<file path="src/rtl/core/stm_pkg.sv">
// stm_pkg: types and codes of the send/receive tag matcher.
// Used by stm_scan, the top and the checker; depends on nothing.
package stm_pkg;

  localparam logic [1:0] KIND_SEND  = 2'd0;
  localparam logic [1:0] KIND_RECV  = 2'd1;
  localparam logic [1:0] KIND_FLUSH = 2'd2;
  // unused code, handled as a flush
  localparam logic [1:0] KIND_SPARE = 2'd3;

  localparam logic [1:0] ST_STORED  = 2'd0;
  localparam logic [1:0] ST_MATCHED = 2'd1;
  localparam logic [1:0] ST_DROPPED = 2'd2;
  localparam logic [1:0] ST_FLUSH   = 2'd3;

  localparam int CntW = 7;

  typedef struct packed {
    logic [1:0]  kind;
    logic [9:0]  rank;
    logic [9:0]  peer;
    logic [15:0] tag;
    logic [31:0] comm;
    logic [31:0] checksum;
    logic [31:0] byte_count;
    logic [15:0] type_id;
    logic [47:0] time_ticks;
  } in_item_t;

  typedef struct packed {
    logic [1:0]      status;
    logic            integrity_bad;
    logic            type_bad;
    logic            size_bad;
    logic            latency_valid;
    logic [47:0]     latency;
    logic [CntW-1:0] pending_send_count;
    logic [CntW-1:0] pending_recv_count;
  } out_item_t;

  typedef struct packed {
    logic [9:0]  source;
    logic [9:0]  dest;
    logic [15:0] tag;
    logic [31:0] comm;
  } key_t;

  typedef struct packed {
    logic        is_recv;
    key_t        key;
    logic [31:0] checksum;
    logic [31:0] bytes;
    logic [15:0] type_id;
    logic [47:0] time_ticks;
    logic [31:0] order;
  } entry_t;

  localparam int EntryW = $bits(entry_t);

endpackage

</file>
<file path="src/rtl/core/stm_scan.sv">
// stm_scan: compares each entry read from the table with the probe key and
// keeps the oldest match and the lowest free slot. Depends on stm_pkg.
module stm_scan #(
  parameter int IW = 6
) (
  input  logic               clk,
  input  logic               clear,
  input  logic               rd_valid,
  input  logic [IW-1:0]      rd_idx,
  input  logic               rd_used,
  input  stm_pkg::entry_t    rd_data,
  input  stm_pkg::key_t      probe,
  input  logic               probe_recv,
  input  logic [31:0]        arrival,
  output logic               found,
  output logic [IW-1:0]      best_idx,
  output stm_pkg::entry_t    best,
  output logic               free_found,
  output logic [IW-1:0]      free_idx
);
  logic [31:0] best_age;
  logic [31:0] age;
  logic        hit;

  assign age = arrival - rd_data.order;
  assign hit = rd_valid && rd_used && (rd_data.is_recv != probe_recv) &&
               (rd_data.key == probe);

  always_ff @(posedge clk) begin
    if (clear) begin
      found      <= 1'b0;
      free_found <= 1'b0;
    end else begin
      if (hit && (!found || age > best_age)) begin
        found    <= 1'b1;
        best_idx <= rd_idx;
        best     <= rd_data;
        best_age <= age;
      end
      if (rd_valid && !rd_used && !free_found) begin
        free_found <= 1'b1;
        free_idx   <= rd_idx;
      end
    end
  end
endmodule

</file>
<file path="config.mk">
export PLATFORM = sky130hd
export DESIGN_NAME = stm_scan
export DESIGN_NICKNAME = d
export VERILOG_FILES = /design/src/rtl/core/stm_pkg.sv /design/src/rtl/core/stm_scan.sv
export SDC_FILE = /design/constraint.sdc
export NUM_CORES = 1
export LEC_CHECK = 0
export ABC_AREA = 1
export BUFFER_PORTS_ARGS = -buffer_cell sky130_fd_sc_hd__buf_2
export CORE_AREA = 2 2 226 228
export CTS_CLUSTER_SIZE = 30
export DETAILED_ROUTE_END_ITERATION = 10
export DIE_AREA = 0 0 228 230
export HOLD_SLACK_MARGIN = 0.12
export SYNTH_ARGS = -nofsm -noshare
export SYNTH_HDL_FRONTEND = slang
export SYNTH_SLANG_ARGS = --single-unit
export TNS_END_PERCENT = 100
</file>
<file path="constraint.sdc">
create_clock -name clk -period 52.8 [get_ports clk]
set_input_delay 10.56 -clock clk [delete_from_list [all_inputs] [get_ports clk]]
set_output_delay 10.56 -clock clk [all_outputs]
set_load 0.01 [all_outputs]
</file>
==> key figures <==
Power and ir drop
  – Power per standard cell area: 32.11 nW/um2
  – Sequential group share of total power: 0.435
  – Pint: approximately 420 uW
  – Proportion of power drawn by the clock network: 0.451
  – Post-layout power: 554.7 uW
  – Proportion of power drawn by combinational gates: 0.114
  – Leakage: ~7.7 nW
  – Switching power: 138.3 uW
  – Fraction of power spent switching nets: 0.2493
  – Worst ir drop on vdd: between 0.02 and 0.025 mV

Global route
  – Number of global-route vias before repair: approximately 10000
  – Maximum number of pins on one net before global-route repair: ~150
  – GRT Overall Usage: 0.1820
  – Wire length of the first global-routing pass: between 60000 and 70000 um
  – Overflow after GRT: 0
  – Antenna violations before repair: 31

Place
  – Worst slack, placed: approximately 37000 ps
  – Input/output buffers: 582
  – Placer's final routability congestion estimate: between 0.9 and 1
  – Detailed-placement wirelength estimate: 41370 um

Timing
  – Final hold violations: 0
  – Slack of the critical path: 37900 ps
  – Max-slew violations: 0
  – TNS Setup: 0 ps
  – Final number of setup-violating endpoints: 0
  – Unrepaired setup endpoints after global routing: no
  – Actual transition at the worst max-transition pin: between 1000 and 1500 ps
  – Tightest slew margin relative to the limit: 0.2395
  – Period utilization: 0.2823
  – Minimum period implied by the final worst setup slack: between 10000 and 15000 ps
  – Final worst clock skew: between 15 and 20 ps
  – Achievable frequency: 67.10 MHz

Floorplan
  – Boundary Pins: 583
  – Placeable core region: ~50000 um2
  – Row count: between 80 and 90
  – Horizontal die dimension: 228 um
  – Effective utilization at floorplan: 0.2454
  – Die Outline Area: 52440 um2
  – Die height: roughly 230 um

Synthesis
  – Syn nets: 1417
  – Area share of the leading cell type in the synthesized netlist: 0.6700
  – Seq/Total Area, Yosys: 0.6733
  – Area leader, netlist: sky130_fd_sc_hd__edfxtp_1
  – Combined area of all synthesized cells: 12240 um2
  – Share of flip-flops with an asynchronous set or reset: 0
  – Post-synthesis cell type count: 32
  – Syn_area_per_cell: between 10 and 15 um2
  – Main synth FF type: sky130_fd_sc_hd__edfxtp_1
  – Number of flops mapped to enable cells by yosys: about 270
  – Most used standard cells in the synthesized netlist: sky130_fd_sc_hd__edfxtp_1, sky130_fd_sc_hd__nand2_1, sky130_fd_sc_hd__inv_1
  – Count of state elements after synthesis: roughly 280
  – Cell with the most instances after synthesis: sky130_fd_sc_hd__edfxtp_1
  – Leading post-synthesis cells by cell area: sky130_fd_sc_hd__edfxtp_1, sky130_fd_sc_hd__ha_1, sky130_fd_sc_hd__nand2_1, sky130_fd_sc_hd__inv_1, sky130_fd_sc_hd__nor2_1
  – Syn Inst Count: between 1000 and 1500
  – Count of yosys warnings during synthesis: 0

Clocking
  – Bufs on Longest Clock Path: 3
  – Clock transition at the registers of the reported paths: 60 ps
  – TritonCTS clock tree: built
  – Clock tree root buffer cell: sky130_fd_sc_hd__clkbuf_16
  – Clock latency on the worst-skew pair: 540 ps
  – Number of clock sinks seen by CTS: about 280
  – Number of buffers added to fix hold violations after cts: 0
  – Inserted Clock Buffers: 36
  – CTS H-tree depth: 2
  – Quantity of gates resized following cts: 0
  – Number of buffers inserted to repair setup after CTS: 0

Worst hold path
  – Worst min-delay path category: reg2reg
  – Instance count along the most critical hold path: 2

Drt
  – Remaining antenna violation count: 0
  – DR WL/cell: ~21 um
  – Initial DRC count: approximately 630
  – Routed Wire Length: 49170 um
  – Average via count per standard cell: about 4.3
  – Total number of vias: between 10000 and 15000
  – Number of optimization iterations in the first detailed-route pass: 5
  – DRC violations left: 0

Setup path
  – Critical path arrival: between 15000 and 20000 ps
  – Worst EP required: 52950 ps
  – Critical path start-end classification: in2reg
  – Register-to-Register Setup Slack: ~50000 ps
  – Number of cells traversed by the worst register-to-register path: 12
  – Kind of capture point of the worst setup path: register
  – Crit Path Max Fanout: 88
  – Kind of start point of the critical path: input pin

Final layout
  – Area added between synthesis and finish: 41.17%
  – Share of layout cells above drive strength 1: 0.4093
  – Final nets: slightly above 2000

Job
  – MaxCap Viol Count: 0

Run status
  – Run status: complete, no violations
-- cell usage in the layout, fill, tap and decap left out, types with 5 or more instances in the layout --
master and count:
sky130_fd_sc_hd__buf_2 582, sky130_fd_sc_hd__edfxtp_1 273, sky130_fd_sc_hd__nand2_1 194, sky130_fd_sc_hd__inv_1 144
sky130_fd_sc_hd__nor2_1 80, sky130_fd_sc_hd__ha_1 63, sky130_fd_sc_hd__a21oi_1 53, sky130_fd_sc_hd__o21ai_0 46
sky130_fd_sc_hd__clkbuf_16 37, sky130_fd_sc_hd__xor2_1 31, sky130_fd_sc_hd__nand3_1 24, sky130_fd_sc_hd__xnor2_1 16
sky130_fd_sc_hd__diode_2 15, sky130_fd_sc_hd__nand2_2 12, sky130_fd_sc_hd__nand4_1 11, sky130_fd_sc_hd__nor3_1 11
sky130_fd_sc_hd__nor2_2 7, sky130_fd_sc_hd__clkinv_4 6, sky130_fd_sc_hd__clkbuf_1 6, sky130_fd_sc_hd__o22ai_1 5
sky130_fd_sc_hd__clkinv_2 5
-- kinds of logic after synthesis --
kind of cell,after synthesis,share of synthesized area
AOI/OAI and AO/OA,123,0.05481
xor gates and xnor gates,47,0.03364
adders and majority gates,64,0.06606
buffers and inverters,147,0.04510
DFF,275,0.6733
and+or+nand+nor,357,0.1271
-- worst max-delay path: stages --
cell,delay [ps]
sky130_fd_sc_hd__buf_2,110
sky130_fd_sc_hd__inv_1,70
sky130_fd_sc_hd__ha_1,370
sky130_fd_sc_hd__a21oi_1,250
sky130_fd_sc_hd__o21ai_0,210
sky130_fd_sc_hd__a21oi_1,200
sky130_fd_sc_hd__nand2_2,130
sky130_fd_sc_hd__xor2_1,200
sky130_fd_sc_hd__ha_1,320
sky130_fd_sc_hd__nand2_1,80
sky130_fd_sc_hd__nor3_1,470
sky130_fd_sc_hd__nand2_1,110
sky130_fd_sc_hd__nand2_1,120
sky130_fd_sc_hd__nand2_1,70
sky130_fd_sc_hd__nand2_1,50
sky130_fd_sc_hd__nand2_1,90
sky130_fd_sc_hd__a21oi_4,170
sky130_fd_sc_hd__buf_4,450
sky130_fd_sc_hd__buf_4,930
-- power by group through the flow --
stage / registers [mW] / clock network, mW / logic (mW)
floorplan: 0.246 / 0 / 0.0341
global placement: 0.246 / 0 / 0.0625
detailed placement: 0.246 / 0 / 0.0629
CTS: 0.241 / 0.257 / 0.0632
global route: 0.241 / 0.264 / 0.0704
finish: 0.241 / 0.250 / 0.0630
-- final timing paths --
check	start	endpoint
worst max-delay path	rd_data[12]	best[124]
worst min-delay path	free_found	free_found
worst max register to register	best_age[15]	best[124]
worst min register to register	free_found	free_found
-- final cells by class --
type | instances | area (um2)
timing repair buffer | 585 | 2948
multi-input combinational | 591 | 3457
tap | 672 | 840.8
clock inverter | 23 | 251.5
fill | 5053 | 32590
inverter | 147 | 551.8
sequential | 275 | 8238
clock buffer | 43 | 948.4
antenna | 15 | 37.54
-- through the flow --
stage          cell area (um2)  hold slack (ps)  cells  utilization
4_1_cts                  17240            464.4   2336       0.3457
6_report                 17270            465.2   2351       0.3464
3_5_place_dp             16040            455.3   2270       0.3216
2_1_floorplan            12240            480.2   1013            -
5_1_grt                  17260            509.4   2347       0.3462
3_3_place_gp             16040            449.3   2270       0.3216
-- registers in the layout (all words and copies together) (netlist names) --
| signal | count |
|---|---|
| best_age | 32 |
| free_idx | 6 |
| free_found | 1 |
| best_idx | 6 |
| best | 229 |
| found | 1 |
-- routing by layer --
layer | up-vias | track usage | share of wire
met5 | - | 0 | 0.00026
met4 | 2 | 0.08435 | 0.041
met3 | 103 | 0.03832 | 0.062
met2 | 534 | 0.3204 | 0.51
met1 | 4798 | 0.2121 | 0.39
li1 | 4749 | - | -
Power figures use the tool's default switching activity.
