$ cat config.mk
export PLATFORM = sky130hd
export DESIGN_NAME = stm_ram
export DESIGN_NICKNAME = d
export VERILOG_FILES = /design/src/rtl/core/stm_ram.sv
export SDC_FILE = /design/constraint.sdc
export NUM_CORES = 1
export LEC_CHECK = 0
export BUFFER_PORTS_ARGS = -buffer_cell sky130_fd_sc_hd__buf_2
export CAP_MARGIN = 40
export CORE_UTILIZATION = 58
export DETAILED_ROUTE_END_ITERATION = 10
export PLACE_DENSITY = 0.83
export SKIP_CTS_REPAIR_TIMING = 1
export SLEW_MARGIN = 25
export SYNTH_ARGS = -nofsm -noshare
export SYNTH_HDL_FRONTEND = slang
export SYNTH_SLANG_ARGS = --single-unit
export TNS_END_PERCENT = 20
$ cat constraint.sdc
create_clock -name clk -period 5.1 [get_ports clk]
set_clock_uncertainty 0.15 [all_clocks]
set_input_delay 1.275 -clock clk [delete_from_list [all_inputs] [get_ports clk]]
set_output_delay 1.275 -clock clk [all_outputs]
set_load 0.01 [all_outputs]
$ cat src/rtl/core/stm_ram.sv
// stm_ram: generic single-port synchronous RAM, registered read.
// No dependencies.
module stm_ram #(
  parameter int WIDTH = 8,
  parameter int DEPTH = 16
) (
  input  logic                     clk,
  input  logic                     we,
  input  logic [$clog2(DEPTH)-1:0] addr,
  input  logic [WIDTH-1:0]         wdata,
  output logic [WIDTH-1:0]         rdata
);
  logic [WIDTH-1:0] mem [DEPTH];

  always_ff @(posedge clk) begin
    if (we) mem[addr] <= wdata;
    rdata <= mem[addr];
  end
endmodule

==> results.yml, run 1 <==
sta:
  setup_tns_ps: 0
  setup_viol: 0
  maxSlewHeadroom_pct: 45.0
  timing.final.max_slew_violations: 0
  min_period_over_period_pct: 58.4
  worst_pin_slew_ps: 821
  hold_viol: 0
  fmax_mhz: 336
  fin_crit_ps: 2980
  rsz0062_at_grt: "no"
floorplan:
  die_w_um: 95.5
  die_h_um: 95.5
  rows: 33
  design.core.area_sq_um: 8340
  dieArea_sq_um: 9110
  io_pins: 22
  start_util_pct: 60.8
yosys:
  synthCells: 230
  synth_cell_types: 18
  synth_enable_flop_cells: 128
  netlist_top_cells_count: "edfxtp_1 (128), mux4_2 (32), a22oi_1 (16)"
  syn_nets: 244
  avgSynthCellArea_sq_um: 22.0
  synth_top_cell_area_share_pct: 75.9
  yosys_warnings: 0
  yosys_register_bits: 136
  yosys_most_used_dff: "edfxtp_1"
  ys_async_sr_fraction_pct: 0
  synth.area.top_cells: "edfxtp_1 (76%), mux4_2 (14%), dfxtp_1 (3.2%)"
  netlist_area_sq_um: 5070
  synth_top_area_cell: "edfxtp_1"
  yosysSeqAreaShare_pct: 79.0
  yosysMostFrequentCell: "edfxtp_1"
drt:
  first_pass_iters: 5
  avgViaCountPerCell: 6.50
  antenna_left: 0
  drc: 0
  drt_iter0_drc: 380
  vias: 2490
  wirelength_mm: 9.87
  wl_per_cell_um: 25.8
worst_setup_path:
  startpoint: "addr[0]"
  r2r.worst_path.cells: 3
  endpoint: "rdata[0]"
  critPathBufInv: 2
  crit_fanout: 23
  r2r_start: "mem[8][7]"
  path_cells: "buf_2, buf_4, mux4_2, a22oi_1, nand2_1"
  end_kind: "flip-flop"
  cp_top_family: "buffers and inverters"
  cp.depth: 5
  critPathKind: "primary input to flip-flop"
  cp_data_arrival_time_ps: 3210
  crit_required_ps: 5330
  cp-start-kind: "primary input"
  crit_slowest_cell: "mux4_2"
  r2r_end: "rdata[7]"
  reg2reg_slack_ps: 3520
  cp_slowest_stage_delay_ps: 570
cts:
  root_buffer: "clkbuf_8"
  tritoncts: "done"
  clk_path_buf_depth: 2
  insertion_delay_ps: 510
  numCtsBuffers: 17
  clkTransAtPathRegs_ps: 60
  htree_num_levels: 4
  cts.sinks: 136
global_routing:
  grt_pass1_wl_mm: 14.8
  grt_overflow_total: 0
  grt_antenna_before_repair: 0
  track_usage_pct: 24.5
  grt_max_degree: 24
  grt_pass1_vias: 2473
layout:
  fill_cells: 476
  syn_to_final_growth_pct: 16.1
  final_cells: 383
  drive_gt1_share_pct: 33.5
  layout.nets: 279
  antenna_cells: 0
placed_design:
  dp_hpwl_mm: 5.96
  dp_cells: 349
  place_congestion: 0.753
  port_buffers: 21
pwr:
  power.density_nw_per_um2: 431
  power.leakage_nw: 1.93
  ir_worst_vdd_v: 0.000266
outcome:
  status: "completed"
job:
  max_cap_violations: 0
worst_hold_path:
  min_path_type: "flip-flop to flip-flop"
==> through the flow <==
stage / worst slack (ps) / hold WS, ps / util, % / total power [mW] / instance area, sq um
3_3_place_gp: 1550 / 510 / 63.1 / 1.39 / 5270
5_1_grt: 2000 / 572 / 70.6 / 2.60 / 5890
3_5_place_dp: 1600 / 526 / 63.6 / 1.40 / 5300
6_report: 2120 / 548 / 70.6 / 2.54 / 5890
2_1_floorplan: 2180 / 485 / - / 1.35 / 5070
4_1_cts: 2100 / 550 / 70.4 / 2.54 / 5870
==> area by class of cell <==
type / count / area, sq um / area share, %
clock buffers: 18 / 418 / 7.10
flip-flops and latches: 136 / 4000 / 68.0
clock inverters: 14 / 149 / 2.53
well taps: 105 / 131 / 2.23
multi-input cells: 83 / 1010 / 17.2
repair buffers: 27 / 170 / 2.89
==> worst reg2reg max path, delay by kind of cell, from the launching register on <==
| family | cells | cell delay, ps |
|---|---|---|
| compound gates | 1 | 350 |
| flops | 1 | 380 |
| mux | 1 | 480 |
| simple gates | 1 | 90 |
==> worst min path at each step <==
| stage | startpoint | to | slack [ps] | cells after the start |
|---|---|---|---|---|
| floorplan | mem[14][0] | rdata[0] | 480 | 3 |
| global placement | mem[14][0] | rdata[0] | 510 | 3 |
| detailed placement | mem[12][5] | rdata[5] | 530 | 3 |
| CTS | mem[4][7] | rdata[7] | 550 | 3 |
| global route | mem[5][7] | rdata[7] | 570 | 3 |
| finish | mem[4][7] | rdata[7] | 550 | 3 |
==> cell families (layout without fill, tap and decap cells) <==
logic type	count (synthesis)	after routing	share of synthesized area [%]
AO/OA/AOI/OAI	16	16	2.37
buffers and inverters	11	59	1.19
flip-flops	136	136	79.0
multiplexers	32	32	14.2
AND/OR/NAND/NOR	35	35	3.21
==> layout by cell type (no fill, tap or decap), drive strengths merged, types with 2 or more instances in the layout <==
cell type and instances:
inv 2, clkbuf 18, nor2b 2, edfxtp 128
nor2 13, bufinv 2, nand3b 2, mux4 32
nor3 4, clkinv 6, dfxtp 8, a22oi 16
buf 27, nand2 9, clkinvlp 4, nand2b 2
==> where the power goes <==
group | switching, mW | leakage, nW | internal [mW]
registers | 0.00792 | 1.22 | 1.25
clock network | 0.461 | 0.268 | 0.697
logic | 0.0728 | 0.435 | 0.0475
==> layer usage <==
layer / vias up / GRT usage (%) / wire [um]
met2: 149 / 39.0 / 5050
met4: 0 / 9.45 / 209
met1: 1296 / 33.5 / 3710
met3: 16 / 5.82 / 898
met5: - / 0 / 0
li1: 1029 / - / -
==> sequential cells by signal, indices dropped and copies added, names as in the netlist <==
signal,cells
mem,128
rdata,8
No activity file was read; power rests on OpenSTA's default activity.
==> run 2, diff against run 1 <==
ABC_AREA = 1   (was not set)
CORE_UTILIZATION = 55   (was 58)
PLACE_DENSITY = 0.82   (was 0.83)
clock period = 2.7 ns   (was 5.1 ns; I/O delays follow)
==> run 2 against run 1 <==
Synthesized area rose by 10%. Non-clock buffer count rose by 15. Register-to-register slack got worse by 2000 ps. Combinational power rose by 140%. Utilization fell by 4.7 points. Final area rose by 9.9%. Sequential cell count did not move. Routed wire length rose by 23%. Sequential share of layout area fell by 6.1 points. Critical path type unchanged. Largest power group unchanged.
==> results.yml, run 2 <==
outcome:
  status: "completed"
yosys:
  yosys_most_used_dff: "edfxtp_1"
  synth_enable_flop_cells: 128
  netlist_top_cells_count: "nand2_1 (346), edfxtp_1 (128), inv_1 (21)"
  yosysMostFrequentCell: "nand2_1"
  synth_top_area_cell: "edfxtp_1"
  synthCells: 548
  netlist_area_sq_um: 5590
  syn_nets: 562
  avgSynthCellArea_sq_um: 10.2
  ys_async_sr_fraction_pct: 0
  synth_top_cell_area_share_pct: 68.7
  synth_cell_types: 11
  yosys_register_bits: 136
  yosysSeqAreaShare_pct: 71.6
  yosys_warnings: 0
  synth.area.top_cells: "edfxtp_1 (69%), nand2_1 (23%), dfxtp_1 (2.9%)"
drt:
  wl_met1_mm: 4.89
  wirelength_mm: 12.1
  antenna_left: 0
  drt_iter0_drc: 360
  drc: 0
  maxUsedRoutingLayer: "met4"
  wl_per_cell_um: 16.5
  route.met3.wl_mm: 1.03
  routed-wl-met2_mm: 5.94
  vias: 3843
  first_pass_iters: 5
  avgViaCountPerCell: 5.24
placed_design:
  dp_cells: 702
  place_congestion: 0.904
  dp_slack_ps: 388
  port_buffers: 21
  placed_area_sq_um: 5910
  dp_hpwl_mm: 7.37
worst_setup_path:
  end_kind: "flip-flop"
  crit_required_ps: 2690
  critPathKind: "primary input to flip-flop"
  cp_data_arrival_time_ps: 1800
  crit_fanout: 18
  cp-start-kind: "primary input"
sta:
  maxSlewHeadroom_pct: 46.9
  worst_pin_slew_ps: 794
  setup_viol: 0
  min_period_over_period_pct: 67.3
  hold_ws_ps: 439
  fmax_mhz: 551
  setup_slack_ps: 884
  rsz0062_at_grt: "no"
  setup_tns_ps: 0
  fin_crit_ps: 1820
  timing.final.max_slew_violations: 0
  hold_viol: 0
cts:
  insertion_delay_ps: 510
  clk_path_buf_depth: 2
  clkTransAtPathRegs_ps: 60
  htree_num_levels: 4
  cts.sinks: 136
  tritoncts: "done"
  root_buffer: "clkbuf_8"
  numCtsBuffers: 17
pwr:
  p_total_mw: 4.86
  ir_worst_vdd_v: 0.000692
  power.density_nw_per_um2: 751
  power.leakage_nw: 2.81
global_routing:
  grt_pass1_wl_mm: 19.7
  grt_pass1_vias: 3748
  grt_antenna_before_repair: 0
  track_usage_pct: 26.4
  grt_overflow_total: 0
  grt_max_degree: 36
layout:
  final_core_utilization_pct: 65.9
  largest-register: "mem"
  antenna_cells: 0
  final_common_cell: "nand2_1"
  syn_to_final_growth_pct: 15.7
  final_cells: 734
  layout_common_cells: "nand2_1 (346), edfxtp_1 (128), inv_1 (21), buf_2 (21), buf_4 (21)"
  largestRegisters: "mem x128, rdata x8"
  finalInstanceArea_sq_um: 6470
  largest_reg_flops: 128
  layout.nets: 602
  drive_gt1_share_pct: 12.3
floorplan:
  die_w_um: 103
  design.core.area_sq_um: 9820
  start_util_pct: 57.0
  die_h_um: 103
  rows: 36
  dieArea_sq_um: 10600
  io_pins: 22
job:
  max_cap_violations: 0
worst_hold_path:
  min_path_type: "primary input to flip-flop"
-- run 2: changes by cell type after synthesis, sizes merged, moves of 2 or more --
cell / before / now
nor2: 13 / 18
nand2b: 2 / 0
mux4: 32 / 0
inv: 0 / 22
nand2: 9 / 346
nor3: 4 / 0
nand3b: 2 / 0
nor2b: 2 / 0
nand3: 1 / 4
buf: 8 / 18
a22oi: 16 / 0
-- run 2: where the power goes --
group          internal [mW]  switching [mW]
Sequential              2.36          0.0123
Clock                   1.31           0.885
Combinational         0.0806           0.210
-- run 2: path summary, 6_finish.rpt --
path / start / to / slack [ps] / cells past startpoint
setup / recovery: addr[1] / mem[9][5] / 880 / 4
hold / removal: wdata[6] / mem[6][6] / 440 / 1
setup reg to reg: mem[13][2] / rdata[2] / 1510 / 8
hold reg to reg: mem[10][5] / rdata[5] / 580 / 8
-- run 2: cell type report --
type,count,area (sq um)
clock buffers,17,414
well taps,133,166
repair buffers,42,263
fillers,732,3350
multi-input cells,368,1390
clock inverters,15,150
flip-flops and latches,136,4000
inverters,23,86.3
-- run 2: worst max-delay path, stage by stage --
cell	delay, ps
buf_2	210
clkinv_1	90
nand3_1	160
nor2_1	660
-- run 2: logic make-up (layout without fill, tap and decap cells) --
group | after synthesis | after routing | synth area share (%)
simple gates | 368 | 368 | 24.8
flops | 136 | 136 | 71.6
buf+inv | 44 | 97 | 3.62
-- run 2: per-layer routing --
metal / track usage (%) / vias to the layer above
li1: - / 1832
met1: 35.0 / 1783
met2: 42.4 / 203
met3: 5.49 / 25
met4: 12.2 / 0
met5: 0 / -
==> run 3, diff against run 2 <==
clock period = 1.51 ns   (was 2.7 ns; I/O delays follow)
==> run 3 against run 2 <==
Final area grew 4.2%. Setup slack worse by 860 ps. Non-clock buffer count decreased by 3. Routed wire length is 0.63% higher. Critical endpoint is now rdata[2]. Highest routed layer unchanged.
==> results.yml, run 3 (synthesis gave the netlist of run 2 again) <==
placed_design:
  port_buffers: 21
  place_congestion: 0.853
  placed_area_sq_um: 6130
  dp_hpwl_mm: 7.49
layout:
  antenna_cells: 0
  final_common_cell: "nand2_1"
  layout_common_cells: "nand2_1 (346), edfxtp_1 (128), inv_1 (19)"
  layout.nets: 599
  syn_to_final_growth_pct: 20.6
  largest_reg_flops: 128
  largestRegisters: "mem x128, rdata x8"
  finalInstanceArea_sq_um: 6740
  drive_gt1_share_pct: 16.9
  largest-register: "mem"
pwr:
  power.leakage_nw: 2.84
  power.density_nw_per_um2: 1300
  p_total_mw: 8.78
  ir_worst_vdd_v: 0.000721
worst_setup_path:
  cp_data_arrival_time_ps: 950
  cp-start-kind: "flip-flop"
  r2r.worst_path.cells: 8
  cp_slowest_stage_delay_ps: 320
  critPathKind: "flip-flop to output port"
  crit_required_ps: 980
  path_cells: "buf_6"
  r2r_end: "rdata[0]"
  critPathBufInv: 1
  end_kind: "output port"
  crit_fanout: 1
  reg2reg_slack_ps: 320
  r2r_start: "mem[2][0]"
  cp_top_family: "flip-flops"
  crit_slowest_cell: "dfxtp_2"
global_routing:
  grt_pass1_vias: 3783
  grt_overflow_total: 0
  grt_antenna_before_repair: 0
  grt_pass1_wl_mm: 18.9
  track_usage_pct: 25.5
  grt_max_degree: 33
sta:
  fin_crit_ps: 1480
  rsz0062_at_grt: "yes"
  maxSlewHeadroom_pct: 71.6
  fmax_mhz: 675
  min_period_over_period_pct: 98.1
  worst_pin_slew_ps: 426
  setup_viol: 0
  timing.final.max_slew_violations: 0
  hold_viol: 0
  setup_tns_ps: 0
drt:
  wl_per_cell_um: 16.7
  drc: 0
  first_pass_iters: 5
  avgViaCountPerCell: 5.23
  antenna_left: 0
  vias: 3824
  wirelength_mm: 12.2
  drt_iter0_drc: 285
worst_hold_path:
  hold_start: "wdata[6]"
  min_path_type: "primary input to flip-flop"
  hold-path-endpoint: "mem[5][6]"
  hold_depth: 1
floorplan:
  design.core.area_sq_um: 9820
  io_pins: 22
  dieArea_sq_um: 10600
  die_h_um: 103
  die_w_um: 103
  start_util_pct: 57.0
  rows: 36
cts:
  insertion_delay_ps: 530
  cts.sinks: 136
  numCtsBuffers: 17
  tritoncts: "done"
  clk_path_buf_depth: 2
  clkTransAtPathRegs_ps: 60
  htree_num_levels: 4
  root_buffer: "clkbuf_8"
outcome:
  status: "completed"
job:
  max_cap_violations: 0
run 3: cell count changes in the layout (fill, tap and decap cells not counted), sizes merged:
| cell | previous run | this run |
|---|---|---|
| clkinvlp | 3 | 1 |
| buf | 42 | 39 |
| clkbuf | 17 | 23 |
| inv | 25 | 22 |
| clkinv | 8 | 7 |
run 3: worst max path at each step:
stage / start / end / slack [ps] / depth (start not counted)
global placement: addr[0] / mem[2][7] / -110 / 4
finish: rdata[2] / rdata[2] / 30 / 1
floorplan: addr[0] / mem[0][0] / 3 / 5
detailed placement: addr[0] / mem[13][2] / -130 / 4
CTS: rdata[2] / rdata[2] / -20 / 1
global route: rdata[3] / rdata[3] / -20 / 1
run 3: through the flow:
step,instances,setup slack (ps),hold slack [ps],util (%)
3_5_place_dp,699,-133,556,62.4
5_1_grt,731,-21.8,112,68.7
4_1_cts,731,-16.7,103,68.1
6_report,731,28.7,128,68.7
3_3_place_gp,699,-105,544,62.4
2_1_floorplan,548,2.89,326,-
run 3: final cells by class:
class / count / area (sq um)
Multi-Input combinational cell: 368 / 1560
Sequential cell: 136 / 4010
Fill cell: 701 / 3080
Timing Repair Buffer: 39 / 347
Inverter: 23 / 91.3
Tap cell: 133 / 166
Clock buffer: 23 / 467
Clock inverter: 9 / 97.6
run 3: power breakdown:
part           internal (mW)  total (mW)  switching [mW]
sequential              4.23        4.25          0.0269
clock                   2.46        3.91            1.45
combinational          0.204       0.621           0.417
total                   6.89        8.78            1.89
run 3: layer usage:
layer	up-vias	wire length, um	global-route usage (%)
met5	-	0	0
met3	37	708	8.75
met2	130	5890	40.8
met1	1821	5140	31.2
met4	0	450	12.6
li1	1836	-	-
